## config.mk

```make
export PLATFORM = sky130hd
export DESIGN_NAME = unsigned_integer_text_parser
export DESIGN_NICKNAME = d
export VERILOG_FILES = /design/src/hw/rtl/uitp_pkg.sv /design/src/hw/rtl/unsigned_integer_text_parser.sv /design/src/hw/rtl/uitp_step.sv
export SDC_FILE = /design/constraint.sdc
export NUM_CORES = 2
export LEC_CHECK = 0
export ABC_AREA = 1
export BUFFER_PORTS_ARGS = -buffer_cell sky130_fd_sc_hd__buf_4
export CORE_ASPECT_RATIO = 1.5
export CORE_MARGIN = 4
export CORE_UTILIZATION = 44
export CTS_CLUSTER_SIZE = 12
export DETAILED_ROUTE_END_ITERATION = 7
export GPL_ROUTABILITY_DRIVEN = 0
export GPL_TIMING_DRIVEN = 1
export MAX_ROUTING_LAYER = met4
export PLACE_DENSITY = 0.64
export SKIP_CTS_REPAIR_TIMING = 1
export SLEW_MARGIN = 20
export SYNTH_ARGS = -nofsm -noshare
export SYNTH_HDL_FRONTEND = slang
export SYNTH_HIERARCHICAL = 1
export SYNTH_SLANG_ARGS = --single-unit
export TNS_END_PERCENT = 20
```

## constraint.sdc

```tcl
create_clock -name aclk -period 12.7 [get_ports aclk]
set_clock_uncertainty 0.15 [all_clocks]
set_input_delay 0 -clock aclk [delete_from_list [all_inputs] [get_ports aclk]]
set_output_delay 0 -clock aclk [all_outputs]
set_load 0.05 [all_outputs]
```

## src/hw/rtl/uitp_pkg.sv

```systemverilog
package uitp_pkg;

    localparam int COUNT_BITS = 16;

    localparam logic [5:0] RADIX_RESET = 6'd10;

    // bases
    localparam logic [5:0] BASE_AUTO = 6'd0;
    localparam logic [5:0] BASE_MIN  = 6'd2;
    localparam logic [5:0] BASE_OCT  = 6'd8;
    localparam logic [5:0] BASE_DEC  = 6'd10;
    localparam logic [5:0] BASE_HEX  = 6'd16;
    localparam logic [5:0] BASE_MAX  = 6'd36;

    // result status codes
    localparam logic [1:0] ST_OK       = 2'd0;
    localparam logic [1:0] ST_INVALID  = 2'd1;
    localparam logic [1:0] ST_OVERFLOW = 2'd2;

    // characters
    localparam logic [7:0] CH_TAB    = 8'h09;
    localparam logic [7:0] CH_SPACE  = 8'h20;
    localparam logic [7:0] CH_PLUS   = 8'h2B;
    localparam logic [7:0] CH_ZERO   = 8'h30;
    localparam logic [7:0] CH_NINE   = 8'h39;
    localparam logic [7:0] CH_UP_A   = 8'h41;
    localparam logic [7:0] CH_UP_X   = 8'h58;
    localparam logic [7:0] CH_UP_Z   = 8'h5A;
    localparam logic [7:0] CH_LOW_A  = 8'h61;
    localparam logic [7:0] CH_LOW_X  = 8'h78;
    localparam logic [7:0] CH_LOW_Z  = 8'h7A;
    localparam logic [7:0] NOT_DIGIT = 8'hFF;

    typedef enum logic [4:0] {
        PH_SKIP       = 5'b00001,
        PH_AFTER_SIGN = 5'b00010,
        PH_SAW_ZERO   = 5'b00100,
        PH_DIGITS     = 5'b01000,
        PH_DONE       = 5'b10000
    } phase_t;

    typedef struct packed {
        phase_t      phase;
        logic [5:0]  base;
        logic [63:0] acc;
        logic        ovf;
        logic        any_digit;
    } parse_state_t;

    typedef struct packed {
        logic [15:0] consumed;
        logic [63:0] value;
        logic [1:0]  status;
    } parse_result_t;

    function automatic logic [7:0] digit_value(input logic [7:0] c);
        logic [7:0] d;
        if (c inside {[CH_ZERO:CH_NINE]}) begin
            d = c - CH_ZERO;
        end else if (c inside {[CH_LOW_A:CH_LOW_Z]}) begin
            d = c - CH_LOW_A + 8'd10;
        end else if (c inside {[CH_UP_A:CH_UP_Z]}) begin
            d = c - CH_UP_A + 8'd10;
        end else begin
            d = NOT_DIGIT;
        end
        return d;
    endfunction

endpackage

```

## src/hw/rtl/unsigned_integer_text_parser.sv

```systemverilog
// channel | direction | handshake              | payload
// s_      | in        | s_tvalid / s_tready    | s_tdata: ch, s_tuser: starts_string
// m_      | out       | m_tvalid / m_tready    | m_tdata: status, value, consumed
// cfg_    | in        | cfg_valid / cfg_ready  | cfg_data: radix
//
// one item per cycle sustained while the output is not stalled; an item waits in the input
// register and its result, if any, is registered in the output register when the item fires.
// the 64 by 6 bit multiply-add of the digit step sets the cycle time.
// aresetn is synchronous, active low; radix resets to 10 and the parse restarts.
// a stalled output holds the input register, and s_tready drops only then.
module unsigned_integer_text_parser #(
    parameter int COUNT_BITS = uitp_pkg::COUNT_BITS
) (
    input  logic        aclk,
    input  logic        aresetn,

    input  logic        s_tvalid,
    output logic        s_tready,
    input  logic [7:0]  s_tdata,   // [7:0] ch
    input  logic        s_tuser,   // [0] starts_string

    output logic        m_tvalid,
    input  logic        m_tready,
    output logic [87:0] m_tdata,   // [1:0] status, [65:2] value, [81:66] consumed, zero pad

    input  logic        cfg_valid,
    output logic        cfg_ready,
    input  logic [5:0]  cfg_data
);

    logic [5:0]             radix_reg;

    logic                   in_valid_reg;
    logic [7:0]             in_ch_reg;
    logic                   in_start_reg;

    uitp_pkg::parse_state_t  state_reg;
    uitp_pkg::parse_state_t  state_next;
    logic [COUNT_BITS-1:0]   count_reg;
    logic [COUNT_BITS-1:0]   count_next;

    logic                    out_valid_reg;
    uitp_pkg::parse_result_t out_res_reg;

    logic                    emit;
    uitp_pkg::parse_result_t res;
    logic                    fire;

    assign cfg_ready = 1'b1;
    assign fire      = in_valid_reg && (!out_valid_reg || m_tready);
    assign s_tready  = !in_valid_reg || fire;
    assign m_tvalid  = out_valid_reg;
    assign m_tdata   = {6'd0, out_res_reg};

    uitp_step #(
        .COUNT_BITS(COUNT_BITS)
    ) u_step (
        .cur       (state_reg),
        .cur_count (count_reg),
        .ch        (in_ch_reg),
        .starts    (in_start_reg),
        .radix     (radix_reg),
        .nxt       (state_next),
        .nxt_count (count_next),
        .emit      (emit),
        .res       (res)
    );

    always_ff @(posedge aclk) begin
        if (!aresetn) begin
            radix_reg           <= uitp_pkg::RADIX_RESET;
            in_valid_reg        <= 1'b0;
            out_valid_reg       <= 1'b0;
            state_reg.phase     <= uitp_pkg::PH_SKIP;
            state_reg.base      <= uitp_pkg::BASE_AUTO;
            state_reg.acc       <= '0;
            state_reg.ovf       <= 1'b0;
            state_reg.any_digit <= 1'b0;
            count_reg           <= '0;
        end else begin
            if (cfg_valid) begin
                radix_reg <= cfg_data;
            end
            if (s_tvalid && s_tready) begin
                in_valid_reg <= 1'b1;
            end else if (fire) begin
                in_valid_reg <= 1'b0;
            end
            if (fire) begin
                state_reg <= state_next;
                count_reg <= count_next;
            end
            if (fire && emit) begin
                out_valid_reg <= 1'b1;
            end else if (m_tready) begin
                out_valid_reg <= 1'b0;
            end
        end
    end

    // payload registers
    always_ff @(posedge aclk) begin
        if (s_tvalid && s_tready) begin
            in_ch_reg    <= s_tdata;
            in_start_reg <= s_tuser;
        end
        if (fire && emit) begin
            out_res_reg <= res;
        end
    end

endmodule

```

## src/hw/rtl/uitp_step.sv

```systemverilog
module uitp_step #(
    parameter int COUNT_BITS = uitp_pkg::COUNT_BITS
) (
    input  uitp_pkg::parse_state_t  cur,
    input  logic [COUNT_BITS-1:0]   cur_count,
    input  logic [7:0]              ch,
    input  logic                    starts,
    input  logic [5:0]              radix,
    output uitp_pkg::parse_state_t  nxt,
    output logic [COUNT_BITS-1:0]   nxt_count,
    output logic                    emit,
    output uitp_pkg::parse_result_t res
);

    localparam int WIDE_BITS = (COUNT_BITS > 16) ? COUNT_BITS : 16;

    function automatic logic [COUNT_BITS-1:0] count_inc(
        input logic [COUNT_BITS-1:0] c,
        input logic [1:0]            n
    );
        logic [COUNT_BITS:0] sum;
        sum = {1'b0, c} + (COUNT_BITS + 1)'(n);
        return sum[COUNT_BITS] ? {COUNT_BITS{1'b1}} : sum[COUNT_BITS-1:0];
    endfunction

    function automatic logic [15:0] to_consumed(input logic [COUNT_BITS-1:0] c);
        logic [WIDE_BITS-1:0] w;
        w = WIDE_BITS'(c);
        return (w > WIDE_BITS'(17'h0FFFF)) ? 16'hFFFF : w[15:0];
    endfunction

    uitp_pkg::parse_state_t s;
    logic [COUNT_BITS-1:0]  s_count;
    logic [7:0]             digit;
    logic                   settle;
    logic                   td_en;
    logic [5:0]             td_base;
    logic                   td_any;
    logic [COUNT_BITS-1:0]  td_count;
    logic [70:0]            prod;

    assign digit = uitp_pkg::digit_value(ch);

    always_comb begin
        s       = cur;
        s_count = cur_count;
        if (starts) begin
            s.phase     = uitp_pkg::PH_SKIP;
            s.base      = uitp_pkg::BASE_AUTO;
            s.acc       = '0;
            s.ovf       = 1'b0;
            s.any_digit = 1'b0;
            s_count     = '0;
        end

        nxt       = s;
        nxt_count = s_count;
        emit      = 1'b0;
        res       = '0;
        settle    = 1'b0;
        td_en     = 1'b0;
        td_base   = s.base;
        td_any    = s.any_digit;
        td_count  = s_count;
        prod      = '0;

        case (s.phase)
            uitp_pkg::PH_SKIP: begin
                if (ch == uitp_pkg::CH_SPACE || ch == uitp_pkg::CH_TAB) begin
                    nxt_count = count_inc(s_count, 2'd1);
                end else if (ch == uitp_pkg::CH_PLUS) begin
                    nxt_count = count_inc(s_count, 2'd1);
                    nxt.phase = uitp_pkg::PH_AFTER_SIGN;
                end else begin
                    settle = 1'b1;
                end
            end
            uitp_pkg::PH_AFTER_SIGN: begin
                settle = 1'b1;
            end
            uitp_pkg::PH_SAW_ZERO: begin
                if (ch == uitp_pkg::CH_LOW_X || ch == uitp_pkg::CH_UP_X) begin
                    nxt.base  = uitp_pkg::BASE_HEX;
                    nxt.phase = uitp_pkg::PH_DIGITS;
                    nxt_count = count_inc(s_count, 2'd2);
                end else begin
                    // the leading zero counts as a digit
                    td_en    = 1'b1;
                    td_base  = (s.base == uitp_pkg::BASE_AUTO) ?
                               uitp_pkg::BASE_OCT : uitp_pkg::BASE_HEX;
                    td_any   = 1'b1;
                    td_count = count_inc(s_count, 2'd1);
                end
            end
            uitp_pkg::PH_DIGITS: begin
                td_en = 1'b1;
            end
            default: begin
            end
        endcase

        if (settle) begin
            if ((radix == uitp_pkg::BASE_AUTO || radix == uitp_pkg::BASE_HEX) &&
                ch == uitp_pkg::CH_ZERO) begin
                nxt.base  = radix;
                nxt.phase = uitp_pkg::PH_SAW_ZERO;
            end else if (radix == uitp_pkg::BASE_AUTO) begin
                td_en   = 1'b1;
                td_base = uitp_pkg::BASE_DEC;
            end else if (radix < uitp_pkg::BASE_MIN || radix > uitp_pkg::BASE_MAX) begin
                emit         = 1'b1;
                res.status   = uitp_pkg::ST_INVALID;
                res.consumed = to_consumed(s_count);
                nxt.phase    = uitp_pkg::PH_DONE;
            end else begin
                td_en   = 1'b1;
                td_base = radix;
            end
        end

        if (td_en) begin
            nxt.base      = td_base;
            nxt.phase     = uitp_pkg::PH_DIGITS;
            nxt.any_digit = td_any;
            nxt_count     = td_count;
            if (td_base < uitp_pkg::BASE_MIN || td_base > uitp_pkg::BASE_MAX ||
                digit >= {2'b00, td_base}) begin
                emit      = 1'b1;
                nxt.phase = uitp_pkg::PH_DONE;
                if (!td_any) begin
                    res.status = uitp_pkg::ST_INVALID;
                end else if (s.ovf) begin
                    res.status   = uitp_pkg::ST_OVERFLOW;
                    res.value    = '1;
                    res.consumed = to_consumed(td_count);
                end else begin
                    res.status   = uitp_pkg::ST_OK;
                    res.value    = s.acc;
                    res.consumed = to_consumed(td_count);
                end
            end else begin
                // overflow when the product spills past 64 bits
                prod = 71'(s.acc) * 71'(td_base) + 71'(digit);
                if (!s.ovf) begin
                    if (prod[70:64] != 7'd0) begin
                        nxt.ovf = 1'b1;
                        nxt.acc = '1;
                    end else begin
                        nxt.acc = prod[63:0];
                    end
                end
                nxt.any_digit = 1'b1;
                nxt_count     = count_inc(td_count, 2'd1);
            end
        end
    end

endmodule
```

==> impl_metrics.py <==
metrics = {
    "placement": {
        "placed_cells_incl_taps": 4576,
        "place_area_mm2": 0.0272,
        "dpl.hpwl_um": 62500,
        "port_buffers": 103,
    },
    "clock_tree": {
        "clockRootBuffer": "clkbuf_16",
        "tritoncts": "yes",
        "path_clk_slew_ns": 0.08,
        "clk_path_buf_depth": 2,
        "cts_buffers": 17,
        "clock-sinks": 192,
        "cts_max_level": 4,
        "clk_latency_ns": 0.50,
    },
    "finish": {
        "multiInputGateArea_mm2": 0.0185,
        "register_area_mm2": 0.00476,
        "fin_cells": 4639,
        "area_growth_syn_to_layout_pct": 7.83,
        "nNetsFinal": 4289,
        "stdcell_area_mm2": 0.0281,
        "largest_reg_flops": 82,
        "insertedDiodeCount": 0,
        "drive_gt1_share_pct": 6.11,
        "fill_cells": 6072,
    },
    "sta": {
        "setup_viol": 0,
        "timing.fmax_mhz": 101,
        "min_period_ns": 9.86,
        "rsz0062_at_grt": "false",
        "worst_pin_slew_ns": 1.09,
        "tns_ns": 0,
        "maxSlewViolCount": 0,
        "maxSlewHeadroom_pct": 27.2,
        "hold_violations": 0,
        "holdWs_ns": 0.0849,
        "fin_crit_sh_pct": 77.6,
    },
    "grt": {
        "grt_use_total_pct": 26.9,
        "antenna_found_initial": 0,
        "grt_start_max_net_pins": 112,
        "grt_pass1_vias": 24900,
        "overflow": 0,
        "grt_pass1_wl_um": 132000,
    },
    "synthesis": {
        "avgSynthCellArea_um2": 6.81,
        "synth_async_sr_flop_share_pct": 0,
        "ys_seq_elements": 192,
        "synth-seq-area-share_pct": 18.2,
        "syn_inst": 3829,
        "synthFlopType": "dfxtp_1",
        "yosys_warnings": 6,
        "synth_edf_count": 91,
        "synth_cell_types": 55,
        "netlist_area_mm2": 0.0261,
    },
    "worst_setup_path": {
        "cp_slowest_cell": "inv_2",
        "critical-path-max-stage-delay_ns": 0.79,
        "critPathMaxFanout": 39,
        "crit_top_cell": "nand2_1",
        "worstPathArrival_ns": 10.08,
        "crit_required_ns": 12.92,
        "end_kind": "register",
        "critPathKind": "reg -> reg",
        "worst_setup_path_start_kind": "register",
    },
    "floorplan": {
        "initial_core_util_pct": 44.4,
        "die_x_um": 207,
        "coreArea_mm2": 0.0588,
        "die_area_mm2": 0.0633,
        "die_y_um": 306,
        "rows": 109,
        "pin_count": 111,
    },
    "detailed_routing": {
        "first_iter_violations": 1756,
        "wirelength_um": 82700,
        "detail-route-antenna-nets": 0,
        "avgViaCountPerCell": 5.41,
        "vias": 25100,
        "drc": 4,
        "wl_per_cell_um": 17.8,
        "dr.pass1.iters": 8,
    },
    "flow_run": {
        "cap_violations": 0,
    },
    "power": {
        "p_leak_nw": 14.0,
        "cellPowerDensity_mw_per_mm2": 70.9,
        "ir_worst_vdd_v": 0.0000725,
    },
    "outcome": {
        "status": "complete, but fails checks",
        "violations": "DRC",
    },
    "worst_hold_path": {
        "hp-class": "in -> reg",
    },
}
layout make-up:
| class | count | area share (%) |
|---|---|---|
| multi-input cells | 2932 | 65.7 |
| flip-flops and latches | 192 | 16.9 |
| inverters | 553 | 7.39 |
| repair buffers | 153 | 4.42 |
| well taps | 777 | 3.46 |
| clock buffers | 17 | 1.51 |
| clock inverters | 15 | 0.592 |
worst max-delay path, delay by kind of cell (launching register included):
kind            cells  cell delay, ns
simple gates       25            4.10
buf+inv             7            2.51
fa+ha+maj           5            2.23
flops               1            0.37
compound gates      2            0.23
metrics by stage:
stage	total power, mW	utilization [%]	setup slack, ns
2_1_floorplan	1.23	-	5.47
3_3_place_gp	1.42	46.3	3.12
3_5_place_dp	1.42	46.3	2.98
4_1_cts	1.99	47.3	2.96
5_1_grt	2.11	47.8	2.20
6_report	1.99	47.8	2.84
report_power, final:
| group | switching, mW | internal [mW] | leakage, nW | total (mW) |
|---|---|---|---|---|
| registers | 0.0190 | 0.680 | 1.79 | 0.699 |
| clock network | 0.301 | 0.264 | 0.290 | 0.565 |
| logic | 0.513 | 0.216 | 11.9 | 0.729 |
path summary, 6_finish.rpt:
kind | end | slack, ns | startpoint | depth (start not counted)
worst min-delay path | in_ch_reg[0]$_DFFE_PP_ | 0.08 | s_tdata[0] | 2
worst min register to register | state_reg[72]$_SDFFE_PN1P_ | 0.32 | state_reg[72]$_SDFFE_PN1P_ | 2
worst max-delay path | state_reg[54]$_SDFFE_PN0P_ | 2.84 | in_start_reg$_DFFE_PP_ | 39
worst max register to register | state_reg[54]$_SDFFE_PN0P_ | 2.84 | in_start_reg$_DFFE_PP_ | 39
synth_stat cells, drive strengths merged, types with 2 or more instances:
cell type | count | share of area, %
nand2 | 918 | 13
nor2 | 704 | 10
inv | 550 | 7.9
a21oi | 280 | 5.7
nand3 | 260 | 5.1
fa | 254 | 20
ha | 166 | 8.0
o21ai | 125 | 2.4
dfxtp | 101 | 7.8
buf | 92 | 2.2
edfxtp | 91 | 10
clkbuf | 65 | 0.94
xor2 | 35 | 1.2
xnor2 | 31 | 1.0
nand4 | 29 | 0.72
nor3 | 23 | 0.46
nand3b | 21 | 0.60
o21bai | 17 | 0.49
a31oi | 9 | 0.22
o211ai | 9 | 0.26
a21boi | 7 | 0.20
nor4 | 5 | 0.12
o22ai | 5 | 0.12
o21a | 4 | 0.12
and3 | 3 | 0.072
clkinv | 3 | 0.043
o221ai | 3 | 0.10
or2 | 3 | 0.072
a21o | 2 | 0.058
and2 | 2 | 0.048
conb | 2 | 0.029
nor3b | 2 | 0.058
o31ai | 2 | 0.058
placed cells by master (no fill, tap or decap), types with 20 or more instances in the layout:
master,n
a21oi_2,20
nor2_1,685
inv_1,537
nor3_1,22
nand4_1,28
edfxtp_1,91
a21oi_1,260
buf_4,122
fa_1,254
nand3b_1,21
xnor2_1,31
dlygate4sd3_1,30
nand2_1,901
ha_1,166
nand3_1,255
dfxtp_1,100
xor2_1,35
o21ai_0,112
cells by family (layout without fill, tap and decap cells):
| group | Yosys count | in the layout | share of synthesized area (%) |
|---|---|---|---|
| fa+ha+maj | 420 | 420 | 27.5 |
| flops | 192 | 192 | 18.2 |
| simple gates | 1973 | 1973 | 31.1 |
| xor+xnor | 66 | 66 | 2.22 |
| compound gates | 466 | 466 | 9.78 |
| other cells | 2 | 7 | 0.0288 |
| buf+inv | 710 | 738 | 11.2 |
layer usage:
metal | vias to the layer above | share of wire, % | track usage [%]
met5 | - | 0 | -
met2 | 827 | 52 | 46.9
met3 | 246 | 4.4 | 2.75
met1 | 12000 | 39 | 31.1
met4 | 0 | 4.8 | 12.0
li1 | 12000 | - | -
No activity file was read; power rests on OpenSTA's default activity.
